$ cat config.mk
export PLATFORM = sky130hd
export DESIGN_NAME = touch_calibrate_and_map_unit
export DESIGN_NICKNAME = d
export VERILOG_FILES = /design/src/hw/rtl/tcm_pkg.sv /design/src/hw/rtl/tcm_divider.sv /design/src/hw/rtl/tcm_datapath.sv /design/src/hw/rtl/tcm_controller.sv /design/src/hw/rtl/touch_calibrate_and_map_unit.sv
export SDC_FILE = /design/constraint.sdc
export NUM_CORES = 1
export LEC_CHECK = 0
export BUFFER_PORTS_ARGS = -buffer_cell sky130_fd_sc_hd__buf_2
export CORE_AREA = 2 2 231 233
export CTS_BUF_LIST = sky130_fd_sc_hd__clkbuf_8
export DETAILED_ROUTE_END_ITERATION = 7
export DIE_AREA = 0 0 233 235
export PLACE_DENSITY = 0.66
export SLEW_MARGIN = 20
export SYNTH_ARGS = -nofsm -noshare
export SYNTH_HDL_FRONTEND = slang
export SYNTH_SLANG_ARGS = --single-unit
$ cat constraint.sdc
create_clock -name clk -period 21.5 [get_ports clk]
set_input_delay 4.3 -clock clk [delete_from_list [all_inputs] [get_ports clk]]
set_output_delay 4.3 -clock clk [all_outputs]
set_load 0.01 [all_outputs]
$ cat src/hw/rtl/tcm_pkg.sv
// tcm_pkg: shared types and constants of the touch calibrate and map unit.
// No dependencies; used by tcm_datapath, tcm_controller and the top level.
package tcm_pkg;

    localparam int RAW_W     = 13;
    localparam int RAW_MAX   = 8191;
    localparam int SCR_W     = 9;
    localparam int KIND_W    = 2;
    localparam int CFG_IDX_W = 2;

    localparam logic [CFG_IDX_W-1:0] CFG_X_MIN = 2'd0;
    localparam logic [CFG_IDX_W-1:0] CFG_X_MAX = 2'd1;
    localparam logic [CFG_IDX_W-1:0] CFG_Y_MIN = 2'd2;
    localparam logic [CFG_IDX_W-1:0] CFG_Y_MAX = 2'd3;

    localparam logic CMD_READ = 1'b0;
    localparam logic CMD_TICK = 1'b1;

    localparam logic [KIND_W-1:0] KIND_POSITION = 2'd0;
    localparam logic [KIND_W-1:0] KIND_IDLE     = 2'd1;
    localparam logic [KIND_W-1:0] KIND_CAPTURE  = 2'd2;
    localparam logic [KIND_W-1:0] KIND_COMPLETE = 2'd3;

    localparam logic [1:0] LAST_CORNER = 2'd3;

    typedef enum logic [2:0] {
        ST_IDLE,
        ST_DECIDE,
        ST_MUL,
        ST_DIV_GO,
        ST_DIV_WAIT,
        ST_FINISH
    } tcm_state_t;

    typedef struct packed {
        logic load;
        logic mul;
        logic div_start;
        logic div_capture;
        logic axis;
        logic commit;
    } tcm_cmd_t;

    typedef struct packed {
        logic is_read;
        logic touched;
        logic tally_zero;
        logic div_done;
        logic out_free;
    } tcm_status_t;

endpackage

$ cat src/hw/rtl/tcm_divider.sv
// tcm_divider: unsigned restoring divider, one quotient bit per cycle.
// No package dependency; instantiated by tcm_datapath.
module tcm_divider #(
    parameter int DVD_W = 23,
    parameter int DVS_W = 13
) (
    input  logic             clk,
    input  logic             rst_n,
    input  logic             start,
    input  logic [DVD_W-1:0] dividend,
    input  logic [DVS_W-1:0] divisor,
    output logic             done,
    output logic [DVD_W-1:0] quotient
);

    localparam int CNT_W = $clog2(DVD_W + 1);

    logic [DVD_W-1:0] quo_reg, quo_next;
    logic [DVS_W-1:0] rem_reg, rem_next;
    logic [DVS_W-1:0] dvs_reg;
    logic [CNT_W-1:0] cnt_reg, cnt_next;
    logic             busy_reg, busy_next;
    logic             done_reg, done_next;
    logic [DVS_W:0]   rem_shift;
    logic [DVS_W:0]   rem_diff;
    logic             fits;

    assign rem_shift = {rem_reg, quo_reg[DVD_W-1]};
    assign rem_diff  = rem_shift - {1'b0, dvs_reg};
    assign fits      = rem_shift >= {1'b0, dvs_reg};

    always_comb
    begin
        quo_next  = quo_reg;
        rem_next  = rem_reg;
        cnt_next  = cnt_reg;
        busy_next = busy_reg;
        done_next = 1'b0;
        if (start)
        begin
            quo_next  = dividend;
            rem_next  = '0;
            cnt_next  = CNT_W'(DVD_W);
            busy_next = 1'b1;
        end
        else if (busy_reg)
        begin
            quo_next = {quo_reg[DVD_W-2:0], fits};
            rem_next = fits ? rem_diff[DVS_W-1:0] : rem_shift[DVS_W-1:0];
            cnt_next = cnt_reg - CNT_W'(1);
            if (cnt_reg == CNT_W'(1))
            begin
                busy_next = 1'b0;
                done_next = 1'b1;
            end
        end
    end

    always_ff @(posedge clk or negedge rst_n)
    begin
        if (!rst_n)
        begin
            busy_reg <= 1'b0;
            done_reg <= 1'b0;
            cnt_reg  <= '0;
        end
        else
        begin
            busy_reg <= busy_next;
            done_reg <= done_next;
            cnt_reg  <= cnt_next;
        end
    end

    always_ff @(posedge clk)
    begin
        quo_reg <= quo_next;
        rem_reg <= rem_next;
        if (start)
        begin
            dvs_reg <= divisor;
        end
    end

    assign done     = done_reg;
    assign quotient = quo_reg;

endmodule

$ cat src/hw/rtl/tcm_datapath.sv
// tcm_datapath: item registers, accumulators, corner store, limits, mapper
// multiply, shared divider and output register. Uses tcm_pkg, tcm_divider.
module tcm_datapath #(
    parameter int SCREEN_WIDTH  = 320,
    parameter int SCREEN_HEIGHT = 480,
    parameter int MAX_SAMPLES   = 1024
) (
    input  logic                                clk,
    input  logic                                rst_n,
    input  tcm_pkg::tcm_cmd_t                   cmd,
    output tcm_pkg::tcm_status_t                status,
    input  logic                                command,
    input  logic                                touched,
    input  logic [7:0]                          x_high_byte,
    input  logic [7:0]                          x_low_byte,
    input  logic [7:0]                          y_high_byte,
    input  logic [7:0]                          y_low_byte,
    input  logic                                cfg_write,
    input  logic [tcm_pkg::CFG_IDX_W-1:0]       cfg_index,
    input  logic [tcm_pkg::RAW_W-1:0]           cfg_data,
    output logic                                out_valid,
    input  logic                                out_stall,
    output logic [tcm_pkg::KIND_W-1:0]          kind,
    output logic [tcm_pkg::SCR_W-1:0]           screen_x,
    output logic [tcm_pkg::SCR_W-1:0]           screen_y,
    output logic                                pressed,
    output logic [1:0]                          point_number,
    output logic [tcm_pkg::RAW_W-1:0]           mean_x,
    output logic [tcm_pkg::RAW_W-1:0]           mean_y
);

    localparam int RAW_W   = tcm_pkg::RAW_W;
    localparam int SCR_W   = tcm_pkg::SCR_W;
    localparam int RES_MAX = (SCREEN_WIDTH > SCREEN_HEIGHT) ? SCREEN_WIDTH : SCREEN_HEIGHT;
    localparam int RES_W   = $clog2(RES_MAX);
    localparam int MAG_W   = RAW_W + RES_W;
    localparam int TALLY_W = $clog2(MAX_SAMPLES + 1);
    localparam int ACC_W   = $clog2(MAX_SAMPLES * tcm_pkg::RAW_MAX + 1);
    localparam int DVD_W   = (ACC_W > MAG_W) ? ACC_W : MAG_W;
    localparam int DVS_W   = (TALLY_W > RAW_W) ? TALLY_W : RAW_W;

    // item
    logic             cmd_reg;
    logic             touched_reg;
    logic [RAW_W-1:0] rx_reg;
    logic [RAW_W-1:0] ry_reg;

    // configuration and calibration state
    logic [RAW_W-1:0]   stored_reg [4];
    logic [RAW_W-1:0]   learned_reg [4];
    logic [RAW_W-1:0]   corner_x_reg [4];
    logic [RAW_W-1:0]   corner_y_reg [4];
    logic [ACC_W-1:0]   acc_x_reg;
    logic [ACC_W-1:0]   acc_y_reg;
    logic [TALLY_W-1:0] tally_reg;
    logic [1:0]         corner_idx_reg;
    logic               calibrated_reg;

    // work registers
    logic [MAG_W-1:0] prod_mag_reg, prod_mag_next;
    logic             prod_neg_reg;
    logic [SCR_W-1:0] map_x_reg, map_y_reg;
    logic [RAW_W-1:0] mx_reg, my_reg;

    // output register
    logic                      out_valid_reg;
    logic [tcm_pkg::KIND_W-1:0] kind_reg;
    logic [SCR_W-1:0]          sx_reg, sy_reg;
    logic                      pressed_reg;
    logic [1:0]                point_reg;
    logic [RAW_W-1:0]          mean_x_reg, mean_y_reg;

    logic [RAW_W-1:0] lo_sel, hi_sel, raw_sel;
    logic [RES_W-1:0] res_m1_sel;
    logic [DVD_W-1:0] res_dvd, res_m1_dvd;
    logic [RAW_W:0]   diff, diff_abs, rdiff, rdiff_abs;
    logic [RAW_W-1:0] range_mag;
    logic             range_neg;
    logic [DVD_W-1:0] dvd;
    logic [DVS_W-1:0] dvs;
    logic             div_done;
    logic [DVD_W-1:0] quo;
    logic [SCR_W-1:0] map_val;
    logic             map_neg;
    logic             tally_room;
    logic [RAW_W-1:0] lx_min, lx_max, ly_min, ly_max;

    // axis selection
    always_comb
    begin
        if (cmd.axis)
        begin
            raw_sel    = ry_reg;
            lo_sel     = calibrated_reg ? learned_reg[2] : stored_reg[2];
            hi_sel     = calibrated_reg ? learned_reg[3] : stored_reg[3];
            res_m1_sel = RES_W'(SCREEN_HEIGHT - 1);
            res_dvd    = DVD_W'(SCREEN_HEIGHT);
            res_m1_dvd = DVD_W'(SCREEN_HEIGHT - 1);
        end
        else
        begin
            raw_sel    = rx_reg;
            lo_sel     = calibrated_reg ? learned_reg[0] : stored_reg[0];
            hi_sel     = calibrated_reg ? learned_reg[1] : stored_reg[1];
            res_m1_sel = RES_W'(SCREEN_WIDTH - 1);
            res_dvd    = DVD_W'(SCREEN_WIDTH);
            res_m1_dvd = DVD_W'(SCREEN_WIDTH - 1);
        end
    end

    assign diff          = {1'b0, raw_sel} - {1'b0, lo_sel};
    assign diff_abs      = diff[RAW_W] ? ((RAW_W+1)'(0) - diff) : diff;
    assign prod_mag_next = {{RES_W{1'b0}}, diff_abs[RAW_W-1:0]} * {{RAW_W{1'b0}}, res_m1_sel};

    assign rdiff     = {1'b0, hi_sel} - {1'b0, lo_sel};
    assign range_neg = rdiff[RAW_W];
    assign rdiff_abs = range_neg ? ((RAW_W+1)'(0) - rdiff) : rdiff;
    assign range_mag = (rdiff_abs == '0) ? RAW_W'(1) : rdiff_abs[RAW_W-1:0];

    assign dvd = (cmd_reg == tcm_pkg::CMD_READ) ? DVD_W'(prod_mag_reg)
               : (cmd.axis ? DVD_W'(acc_y_reg) : DVD_W'(acc_x_reg));
    assign dvs = (cmd_reg == tcm_pkg::CMD_READ) ? DVS_W'(range_mag) : DVS_W'(tally_reg);

    tcm_divider #(
        .DVD_W (DVD_W),
        .DVS_W (DVS_W)
    ) u_divider (
        .clk      (clk),
        .rst_n    (rst_n),
        .start    (cmd.div_start),
        .dividend (dvd),
        .divisor  (dvs),
        .done     (div_done),
        .quotient (quo)
    );

    // signed truncating quotient clamped to the screen
    assign map_neg = prod_neg_reg ^ range_neg;
    always_comb
    begin
        if (map_neg)
        begin
            map_val = '0;
        end
        else if (quo >= res_dvd)
        begin
            map_val = res_m1_dvd[SCR_W-1:0];
        end
        else
        begin
            map_val = quo[SCR_W-1:0];
        end
    end

    assign tally_room = tally_reg < TALLY_W'(MAX_SAMPLES);

    assign lx_min = (corner_x_reg[0] < mx_reg) ? corner_x_reg[0] : mx_reg;
    assign lx_max = (corner_x_reg[1] > corner_x_reg[2]) ? corner_x_reg[1] : corner_x_reg[2];
    assign ly_min = (corner_y_reg[0] < corner_y_reg[1]) ? corner_y_reg[0] : corner_y_reg[1];
    assign ly_max = (corner_y_reg[2] > my_reg) ? corner_y_reg[2] : my_reg;

    // item, work and corner registers
    always_ff @(posedge clk)
    begin
        if (cmd.load)
        begin
            cmd_reg     <= command;
            touched_reg <= touched;
            rx_reg      <= {x_high_byte, x_low_byte[7:3]};
            ry_reg      <= {y_high_byte, y_low_byte[7:3]};
        end
        if (cmd.mul)
        begin
            prod_mag_reg <= prod_mag_next;
            prod_neg_reg <= diff[RAW_W];
        end
        if (cmd.div_capture)
        begin
            if (cmd.axis)
            begin
                map_y_reg <= map_val;
                my_reg    <= quo[RAW_W-1:0];
            end
            else
            begin
                map_x_reg <= map_val;
                mx_reg    <= quo[RAW_W-1:0];
            end
        end
        if (cmd.commit && cmd_reg == tcm_pkg::CMD_TICK && !touched_reg && tally_reg != '0)
        begin
            corner_x_reg[corner_idx_reg] <= mx_reg;
            corner_y_reg[corner_idx_reg] <= my_reg;
        end
    end

    // configuration
    always_ff @(posedge clk or negedge rst_n)
    begin
        if (!rst_n)
        begin
            stored_reg[0] <= '0;
            stored_reg[1] <= RAW_W'(tcm_pkg::RAW_MAX);
            stored_reg[2] <= '0;
            stored_reg[3] <= RAW_W'(tcm_pkg::RAW_MAX);
        end
        else if (cfg_write)
        begin
            unique case (cfg_index)
                tcm_pkg::CFG_X_MIN: stored_reg[0] <= cfg_data;
                tcm_pkg::CFG_X_MAX: stored_reg[1] <= cfg_data;
                tcm_pkg::CFG_Y_MIN: stored_reg[2] <= cfg_data;
                tcm_pkg::CFG_Y_MAX: stored_reg[3] <= cfg_data;
            endcase
        end
    end

    // calibration state
    always_ff @(posedge clk or negedge rst_n)
    begin
        if (!rst_n)
        begin
            acc_x_reg      <= '0;
            acc_y_reg      <= '0;
            tally_reg      <= '0;
            corner_idx_reg <= '0;
            calibrated_reg <= 1'b0;
            for (int i = 0; i < 4; i++)
            begin
                learned_reg[i] <= '0;
            end
        end
        else if (cmd.commit && cmd_reg == tcm_pkg::CMD_TICK)
        begin
            if (touched_reg)
            begin
                if (tally_room)
                begin
                    acc_x_reg <= acc_x_reg + ACC_W'(rx_reg);
                    acc_y_reg <= acc_y_reg + ACC_W'(ry_reg);
                    tally_reg <= tally_reg + TALLY_W'(1);
                end
            end
            else if (tally_reg != '0)
            begin
                acc_x_reg      <= '0;
                acc_y_reg      <= '0;
                tally_reg      <= '0;
                corner_idx_reg <= corner_idx_reg + 2'd1;
                if (corner_idx_reg == tcm_pkg::LAST_CORNER)
                begin
                    learned_reg[0] <= lx_min;
                    learned_reg[1] <= lx_max;
                    learned_reg[2] <= ly_min;
                    learned_reg[3] <= ly_max;
                    calibrated_reg <= 1'b1;
                end
            end
        end
    end

    // output register
    always_ff @(posedge clk or negedge rst_n)
    begin
        if (!rst_n)
        begin
            out_valid_reg <= 1'b0;
        end
        else if (cmd.commit)
        begin
            out_valid_reg <= 1'b1;
        end
        else if (!out_stall)
        begin
            out_valid_reg <= 1'b0;
        end
    end

    always_ff @(posedge clk)
    begin
        if (cmd.commit)
        begin
            sx_reg      <= '0;
            sy_reg      <= '0;
            pressed_reg <= 1'b0;
            point_reg   <= '0;
            mean_x_reg  <= '0;
            mean_y_reg  <= '0;
            if (cmd_reg == tcm_pkg::CMD_READ)
            begin
                kind_reg    <= tcm_pkg::KIND_POSITION;
                sx_reg      <= map_x_reg;
                sy_reg      <= map_y_reg;
                pressed_reg <= touched_reg;
            end
            else if (touched_reg || tally_reg == '0)
            begin
                kind_reg <= tcm_pkg::KIND_IDLE;
            end
            else
            begin
                kind_reg   <= (corner_idx_reg == tcm_pkg::LAST_CORNER)
                              ? tcm_pkg::KIND_COMPLETE : tcm_pkg::KIND_CAPTURE;
                point_reg  <= corner_idx_reg;
                mean_x_reg <= mx_reg;
                mean_y_reg <= my_reg;
            end
        end
    end

    assign status.is_read    = (cmd_reg == tcm_pkg::CMD_READ);
    assign status.touched    = touched_reg;
    assign status.tally_zero = (tally_reg == '0);
    assign status.div_done   = div_done;
    assign status.out_free   = !out_valid_reg || !out_stall;

    assign out_valid    = out_valid_reg;
    assign kind         = kind_reg;
    assign screen_x     = sx_reg;
    assign screen_y     = sy_reg;
    assign pressed      = pressed_reg;
    assign point_number = point_reg;
    assign mean_x       = mean_x_reg;
    assign mean_y       = mean_y_reg;

    a_commit_shows: assert property (@(posedge clk) disable iff (!rst_n)
        cmd.commit |=> out_valid_reg)
        else $error("committed item not presented");

    a_commit_free: assert property (@(posedge clk) disable iff (!rst_n)
        cmd.commit |-> (!out_valid_reg || !out_stall))
        else $error("result overwritten while stalled");

    a_tally_bound: assert property (@(posedge clk) disable iff (!rst_n)
        tally_reg <= TALLY_W'(MAX_SAMPLES))
        else $error("sample count above limit");

    a_capture_clears: assert property (@(posedge clk) disable iff (!rst_n)
        (cmd.commit && cmd_reg == tcm_pkg::CMD_TICK && !touched_reg && tally_reg != '0)
        |=> (tally_reg == '0 && acc_x_reg == '0 && acc_y_reg == '0))
        else $error("accumulators not cleared after capture");

    a_cal_sticky: assert property (@(posedge clk) disable iff (!rst_n)
        calibrated_reg |=> calibrated_reg)
        else $error("calibrated flag dropped");

endmodule

$ cat src/hw/rtl/tcm_controller.sv
// tcm_controller: sequencing state machine of the touch calibrate and map unit.
// Uses tcm_pkg; drives tcm_datapath through tcm_cmd_t.
module tcm_controller (
    input  logic                 clk,
    input  logic                 rst_n,
    input  logic                 in_valid,
    output logic                 in_stall,
    output tcm_pkg::tcm_cmd_t    cmd,
    input  tcm_pkg::tcm_status_t status
);

    tcm_pkg::tcm_state_t state_reg, state_next;
    logic                axis_reg, axis_next;

    always_comb
    begin
        state_next = state_reg;
        unique case (state_reg)
            tcm_pkg::ST_IDLE:
            begin
                if (in_valid)
                begin
                    state_next = tcm_pkg::ST_DECIDE;
                end
            end
            tcm_pkg::ST_DECIDE:
            begin
                priority if (status.is_read)
                begin
                    state_next = tcm_pkg::ST_MUL;
                end
                else if (status.touched || status.tally_zero)
                begin
                    state_next = tcm_pkg::ST_FINISH;
                end
                else
                begin
                    state_next = tcm_pkg::ST_DIV_GO;
                end
            end
            tcm_pkg::ST_MUL:
            begin
                state_next = tcm_pkg::ST_DIV_GO;
            end
            tcm_pkg::ST_DIV_GO:
            begin
                state_next = tcm_pkg::ST_DIV_WAIT;
            end
            tcm_pkg::ST_DIV_WAIT:
            begin
                if (status.div_done)
                begin
                    priority if (axis_reg)
                    begin
                        state_next = tcm_pkg::ST_FINISH;
                    end
                    else if (status.is_read)
                    begin
                        state_next = tcm_pkg::ST_MUL;
                    end
                    else
                    begin
                        state_next = tcm_pkg::ST_DIV_GO;
                    end
                end
            end
            tcm_pkg::ST_FINISH:
            begin
                if (status.out_free)
                begin
                    state_next = tcm_pkg::ST_IDLE;
                end
            end
            default:
            begin
                state_next = tcm_pkg::ST_IDLE;
            end
        endcase
    end

    always_comb
    begin
        axis_next       = axis_reg;
        cmd.load        = 1'b0;
        cmd.mul         = 1'b0;
        cmd.div_start   = 1'b0;
        cmd.div_capture = 1'b0;
        cmd.commit      = 1'b0;
        in_stall        = 1'b1;
        unique case (state_reg)
            tcm_pkg::ST_IDLE:
            begin
                in_stall = 1'b0;
                cmd.load = in_valid;
            end
            tcm_pkg::ST_DECIDE:
            begin
                axis_next = 1'b0;
            end
            tcm_pkg::ST_MUL:
            begin
                cmd.mul = 1'b1;
            end
            tcm_pkg::ST_DIV_GO:
            begin
                cmd.div_start = 1'b1;
            end
            tcm_pkg::ST_DIV_WAIT:
            begin
                cmd.div_capture = status.div_done;
                if (status.div_done)
                begin
                    axis_next = 1'b1;
                end
            end
            tcm_pkg::ST_FINISH:
            begin
                cmd.commit = status.out_free;
            end
            default:
            begin
                in_stall = 1'b1;
            end
        endcase
        cmd.axis = axis_reg;
    end

    always_ff @(posedge clk or negedge rst_n)
    begin
        if (!rst_n)
        begin
            state_reg <= tcm_pkg::ST_IDLE;
            axis_reg  <= 1'b0;
        end
        else
        begin
            state_reg <= state_next;
            axis_reg  <= axis_next;
        end
    end

endmodule

$ cat src/hw/rtl/touch_calibrate_and_map_unit.sv
// touch_calibrate_and_map_unit: top level, four-corner touch calibration and
// raw-to-screen mapping. Uses tcm_pkg, tcm_controller, tcm_datapath.
//
//   channel | handshake                 | payload
//   --------+---------------------------+--------------------------------------
//   in      | in_valid / in_stall       | command, touched, x/y high/low bytes
//   out     | out_valid / out_stall     | kind, screen_x/y, pressed, point, means
//   cfg     | cfg_write, cfg_index      | cfg_data (13 bit raw limit)
//
// One item at a time. A position read does a multiply and a divide per axis,
// a corner capture a divide per axis and any other tick neither. The shared
// serial divider has a D-bit dividend, D = max(accumulator width, 13 + screen
// coordinate width) (23 at the default sizes). The next item is taken while the
// last result still waits in the output register; a result stalls the unit
// only when the following one is ready. Reset is asynchronous, active low.
module touch_calibrate_and_map_unit #(
    parameter int SCREEN_WIDTH  = 320,
    parameter int SCREEN_HEIGHT = 480,
    parameter int MAX_SAMPLES   = 1024
) (
    input  logic                          clk,
    input  logic                          rst_n,
    input  logic                          in_valid,
    output logic                          in_stall,
    input  logic                          command,
    input  logic                          touched,
    input  logic [7:0]                    x_high_byte,
    input  logic [7:0]                    x_low_byte,
    input  logic [7:0]                    y_high_byte,
    input  logic [7:0]                    y_low_byte,
    output logic                          out_valid,
    input  logic                          out_stall,
    output logic [tcm_pkg::KIND_W-1:0]    kind,
    output logic [tcm_pkg::SCR_W-1:0]     screen_x,
    output logic [tcm_pkg::SCR_W-1:0]     screen_y,
    output logic                          pressed,
    output logic [1:0]                    point_number,
    output logic [tcm_pkg::RAW_W-1:0]     mean_x,
    output logic [tcm_pkg::RAW_W-1:0]     mean_y,
    input  logic                          cfg_write,
    input  logic [tcm_pkg::CFG_IDX_W-1:0] cfg_index,
    input  logic [tcm_pkg::RAW_W-1:0]     cfg_data
);

    tcm_pkg::tcm_cmd_t    cmd;
    tcm_pkg::tcm_status_t status;

    tcm_controller u_controller (
        .clk      (clk),
        .rst_n    (rst_n),
        .in_valid (in_valid),
        .in_stall (in_stall),
        .cmd      (cmd),
        .status   (status)
    );

    tcm_datapath #(
        .SCREEN_WIDTH  (SCREEN_WIDTH),
        .SCREEN_HEIGHT (SCREEN_HEIGHT),
        .MAX_SAMPLES   (MAX_SAMPLES)
    ) u_datapath (
        .clk          (clk),
        .rst_n        (rst_n),
        .cmd          (cmd),
        .status       (status),
        .command      (command),
        .touched      (touched),
        .x_high_byte  (x_high_byte),
        .x_low_byte   (x_low_byte),
        .y_high_byte  (y_high_byte),
        .y_low_byte   (y_low_byte),
        .cfg_write    (cfg_write),
        .cfg_index    (cfg_index),
        .cfg_data     (cfg_data),
        .out_valid    (out_valid),
        .out_stall    (out_stall),
        .kind         (kind),
        .screen_x     (screen_x),
        .screen_y     (screen_y),
        .pressed      (pressed),
        .point_number (point_number),
        .mean_x       (mean_x),
        .mean_y       (mean_y)
    );

endmodule
* Word level (Yosys, flattened, before mapping) *
Memories as Yosys holds them, arrays and structs flattened.
Index checks and enable logic that the tools add are counted.

storage, ports and cells
  register bits = 369
  word-level logic and storage cells = 172
  RAM bits = 104
  latch bits = 0
  input bits = 54
  memories kept = 2
  memory bits (read-only) = 0
  output and inout bits = 51

memories
  name                     words  bits a word  rd ports  clocked after Yosys merged registers in  wr ports  RTL line            source
  u_datapath.corner_x_reg  4      13           3         0                                        1         tcm_datapath.sv:51  logic [RAW_W-1:0] corner_x_reg [4];
  u_datapath.corner_y_reg  4      13           3         0                                        1         tcm_datapath.sv:52  logic [RAW_W-1:0] corner_y_reg [4];

cells by class
  order comparisons = 7
  add/subtract/negate cells = 10
  bitwise operators = 4
  multipliers = 1
  equality and inequality tests = 15
  reductions and logical operators = 29
  muxes and demuxes = 63
  divide/modulo/power cells = 0
  shift-type cells = 0

operator list
  kind                     count
  $mux W23                 9
  $mux W13                 13
  $mux W11                 5
  $add A23 B13 Y23         2
  $sub A13 B13 Y14         2
  $gt A13 B13 Y1           2
  $lt A13 B13 Y1           2
  $mux W8                  3
  $ge A23 B9 Y1            1
  $mul A13 B9 Y22          1
  $mux W1                  20
  $mux W3                  6
  $mux W9                  2
  $pmux W3 S6              1
  $ge A14 B13 Y1           1
  $logic_not A14 Y1        1
  $mux W14                 1
  $reduce_and A2 Y1        7
  $sub A1 B14 Y14 const A  1
  $sub A1 B13 Y13 const A  1
  $sub A13 B13 Y13         1
  $add A11 B1 Y11 const B  1
  $logic_not A11 Y1        1
  $lt A11 B11 Y1 const B   1
  24 further kinds         44

* Logic depth before layout (Yosys ltp) *
  depth after elaboration = 8
  gate-level depth with buffers = 35

* By module *
Synthesis repeated with hierarchy kept, for this count alone.

second synthesis, totals
  cell total of the unflattened synthesis = 2,316
  area, all modules = 26,386.6 µm²

by module, submodules not included
  module          times used  cells each  sequential area each (µm²)  area each (µm²)
  tcm_datapath    1           2,012       10,827.9                    23,025.8
  tcm_divider     1           265         1,516.5                     3,039.2
  tcm_controller  1           39          100.1                       321.6

* Worst setup path before layout *
Ideal clock, no wire load.

  kind = input-to-reg
  start point = input port out_stall
  end point = memory u_datapath.corner_x_reg[0][0], enable pin
  path slack = 12.805 ns
  stages on the path = 4
  setup time = 0.385 ns
  data arrival time = 8.310 ns
  path through = a21oi_1 > and3_1 > clkbuf_1 > and2_1

between the ends
  longest elaborated chain between the ends = 8

RTL lines
  what                              RTL line                            source
  from (decl)                       touch_calibrate_and_map_unit.sv:32  input logic out_stall,
  $logic_not A1 Y1                  --
  $logic_or A1 B1 Y1                tcm_datapath.sv:315                 assign status.out_free = !out_valid_reg || !out_stall;
  $mux W1                           tcm_controller.sv:90                unique case (state_reg)
  $logic_and A1 B1 Y1 (3 in a row)  tcm_datapath.sv:190                 if (cmd.commit && cmd_reg == tcm_pkg::CMD_TICK && !touched_reg && tally_reg != '0)
  $mux W1                           tcm_datapath.sv:190
  $mux W1 (implied by the code)     tcm_datapath.sv:192                 corner_x_reg[corner_idx_reg] <= mx_reg;
  to (decl)                         tcm_datapath.sv:51

No other way between the ends.

* Worst setup path after layout *
  start point = register u_controller.axis_reg
  end point = register u_datapath.prod_mag_reg[20] (data pin)

between the ends
  longest elaborated chain between the ends = 5
  elaborated cells on any way between the ends = 7

RTL lines
  what                                    RTL line               source
  from (decl)                             tcm_controller.sv:13   logic axis_reg, axis_next;
  from (signal assigned)                  tcm_controller.sv:138  axis_reg <= axis_next;
  $mux W13                                tcm_datapath.sv:91     if (cmd.axis)
  $sub A13 B13 Y14                        tcm_datapath.sv:111    assign diff = {1'b0, raw_sel} - {1'b0, lo_sel};
  $sub A1 B13 Y13                         tcm_datapath.sv:112    assign diff_abs = diff[RAW_W] ? ((RAW_W+1)'(0) - diff) : diff;
  $mux W13                                tcm_datapath.sv:112
  $mul A13 B9 Y22 (*)                     tcm_datapath.sv:113    assign prod_mag_next = {{RES_W{1'b0}}, diff_abs[RAW_W-1:0]} * {{RAW_W{1'b0}}, res_m1_sel};
  named net u_datapath.prod_mag_next[20]  tcm_datapath.sv:60     logic [MAG_W-1:0] prod_mag_reg, prod_mag_next;
  to (signal assigned)                    tcm_datapath.sv:174    prod_mag_reg <= prod_mag_next;
  to (decl)                               tcm_datapath.sv:60

Mark *: on every way through the listed nets, which the timed path passes. The rest lies on a longest branch.
A chain may end at the register's enable or synchronous reset.

==> flow_metrics.env <==
export IMPL_cts_sinks=447
export IMPL_drive_gt1_share_pct=16.3
export IMPL_viasPerCell=5.56
export IMPL_slew_violations=0
export IMPL_final_common_cell="edfxtp_1"
export IMPL_n_fill_cell=4404
export IMPL_clock_tree_root_cell="clkbuf_8"
export IMPL_grt_max_degree=105
export IMPL_netlist_area_sq_um=26000
export IMPL_final_cell_area_sq_um=28900
export IMPL_avgSynthCellArea_sq_um=11.5
export IMPL_worst_slew_pin_slew_ps=970
export IMPL_io_pin_count=105
export IMPL_fin_skew_ps=53.7
export IMPL_track_usage_pct=22.9
export IMPL_async_flop_share_pct=39.4
export IMPL_numCtsBuffers=77
export IMPL_syn_num_nets=2567
export IMPL_final_hold_violation_count=0
export IMPL_layout_min_cycle_time_ps=8980
export IMPL_clkLatencyLatePin_ps=680
export IMPL_setup_viol=0
export IMPL_dieArea_sq_um=54800
export IMPL_maxCapViolCount=0
export IMPL_core_sq_um=52200
export IMPL_synth_cells=2262
export IMPL_drt_pass1_iter_count=5
export IMPL_cts_tree="done"
export IMPL_area_growth_synth_to_final_pct=11.3
export IMPL_synth_edf_count=258
export IMPL_portBuffers=98
export IMPL_critPathSlowestCell="dfrtp_4"
export IMPL_worstSetupStartpointType="register"
export IMPL_die_w_um=233
export IMPL_antenna_found_initial=4
export IMPL_postRouteAntennaNets=0
export IMPL_htreeDepth=3
export IMPL_yosysUniqueCellTypes=84
export IMPL_ctsResizeCount=0
export IMPL_cp_end_kind="register"
export IMPL_cp_required_ps=21880
export IMPL_max_slew_margin_rel_pct=34.9
export IMPL_yosys_warnings=0
export IMPL_hold_class="reg2reg"
export IMPL_synthFlopType="edfxtp_1"
export IMPL_hold_buffers=0
export IMPL_timing_fmax_ghz=0.111
export IMPL_path_class="reg2reg"
export IMPL_routed_wl_um=61800
export IMPL_outcome="completed"
export IMPL_rows=84
export IMPL_cp_arrival_ps=9370
export IMPL_drc=0
export IMPL_final_core_util_pct=55.3
export IMPL_gp_congestion=0.909
export IMPL_fin_tns_setup_ps=0
export IMPL_ys_seq_area_share_pct=47.9
export IMPL_post_route_period_util_pct=41.8
export IMPL_cpLargestDelayFamily="compound AO/OA/AOI/OAI gates"
export IMPL_layout_nets=2686
export IMPL_clkTransAtPathRegs_ps=60
export IMPL_grt_pass1_wl_um=96900
export IMPL_critPathBufInv=4
export IMPL_crit_fanout=47
export IMPL_die_h_um=235
export IMPL_grt_ovfl_total=0
export IMPL_synth_seq_cells=447
export IMPL_final_cell_mix="edfxtp_1, inv_1, nand2_1"
export IMPL_postPlaceCellArea_sq_um=27200
export IMPL_grt_pass1_vias=17532
export IMPL_post_drt_wl_per_cell_um=19.7
export IMPL_rsz0062_at_grt="no"
export IMPL_post_cts_setup_buffer_count=0
export IMPL_start_util_pct=49.7
export IMPL_dr_first_iter_drc_count=1315
export IMPL_cp_common_cell="a21oi_1"
export IMPL_cts_buffer_depth=3
export IMPL_slowest_delay_ps=940
export IMPL_dr_total_vias=17437
export IMPL_hpwl_um=45200
## kinds of logic (layout without fill, tap and decap cells)
| logic type | Yosys count | in the layout | share of synthesized area, % |
|---|---|---|---|
| compound gates | 423 | 423 | 10.4 |
| flops | 447 | 447 | 47.9 |
| mux | 183 | 183 | 8.64 |
| xor+xnor | 116 | 116 | 4.12 |
| simple gates | 535 | 535 | 10.1 |
| buf+inv | 307 | 491 | 4.50 |
| fa+ha+maj | 251 | 251 | 14.3 |
| other cells | 0 | 1 | 0 |
## per-stage QoR
step / setup slack [ps] / cells / hold slack (ps)
2_1_floorplan: 12810 / 2262 / 445
3_3_place_gp: 12740 / 2989 / 461
3_5_place_dp: 12570 / 2989 / 465
4_1_cts: 12520 / 3133 / 478
5_1_grt: 11950 / 3135 / 508
6_report: 12520 / 3135 / 481
## cells in the mapped netlist, types with 43 or more instances
cell type	number	area share, %
mux2i_1	88	3.4
ha_1	175	8.4
nor2_1	97	1.4
and3_1	44	1.1
o21ai_0	155	3.0
xnor2_1	75	2.5
nor2b_1	43	1.0
nand2_1	195	2.8
mux2_2	69	3.0
edfxtp_1	258	30
a21oi_1	79	1.5
fa_1	76	5.9
clkbuf_1	61	0.88
inv_1	227	3.3
dfrtp_1	150	14
## layout make-up
cell class / count / area (sq um) / area share, %
sequential: 447 / 12400 / 43.1
clock inverter: 54 / 388 / 1.34
clock buffer: 90 / 1240 / 4.29
antenna: 1 / 2.50 / 0.00866
multi-input combinational: 1508 / 12400 / 43.0
timing repair buffer: 118 / 667 / 2.31
inverter: 229 / 860 / 2.98
tap: 688 / 861 / 2.98
## metal layers
| layer | up-vias | routed length (um) | global-route usage (%) |
|---|---|---|---|
| met2 | 381 | 30500 | 38.9 |
| li1 | 8295 | - | - |
| met1 | 8658 | 26300 | 29.6 |
| met3 | 99 | 3310 | 4.30 |
| met5 | - | 36 | 0 |
| met4 | 4 | 1630 | 7.03 |
## worst paths after layout
kind	start	end	slack, ps	cells past startpoint
setup / recovery	u_controller.axis_reg	u_datapath.prod_mag_reg[20]	12520	28
hold / removal	u_datapath.learned_reg[25]	u_datapath.learned_reg[25]	480	2
setup reg to reg	u_controller.axis_reg	u_datapath.prod_mag_reg[20]	12520	28
hold reg to reg	u_datapath.learned_reg[25]	u_datapath.learned_reg[25]	480	2
max in group asynchronous	rst_n	u_datapath.learned_reg[1]	16370	3
min in group asynchronous	rst_n	u_datapath.stored_reg[44]	3490	1
## worst reg2reg max path, delay by kind of cell, from the launching register on
| family | cells | cell delay, ps |
|---|---|---|
| adder cells (fa/ha/maj) | 6 | 2690 |
| XOR/XNOR | 2 | 580 |
| buffers and inverters | 4 | 700 |
| AO/OA/AOI/OAI | 13 | 3020 |
| AND/OR/NAND/NOR | 2 | 260 |
| multiplexers | 1 | 500 |
| flip-flops | 1 | 940 |
Power is left out: the tool's default activity adds up to more than one toggle a clock period on the data nets, which glitch-free logic cannot reach.
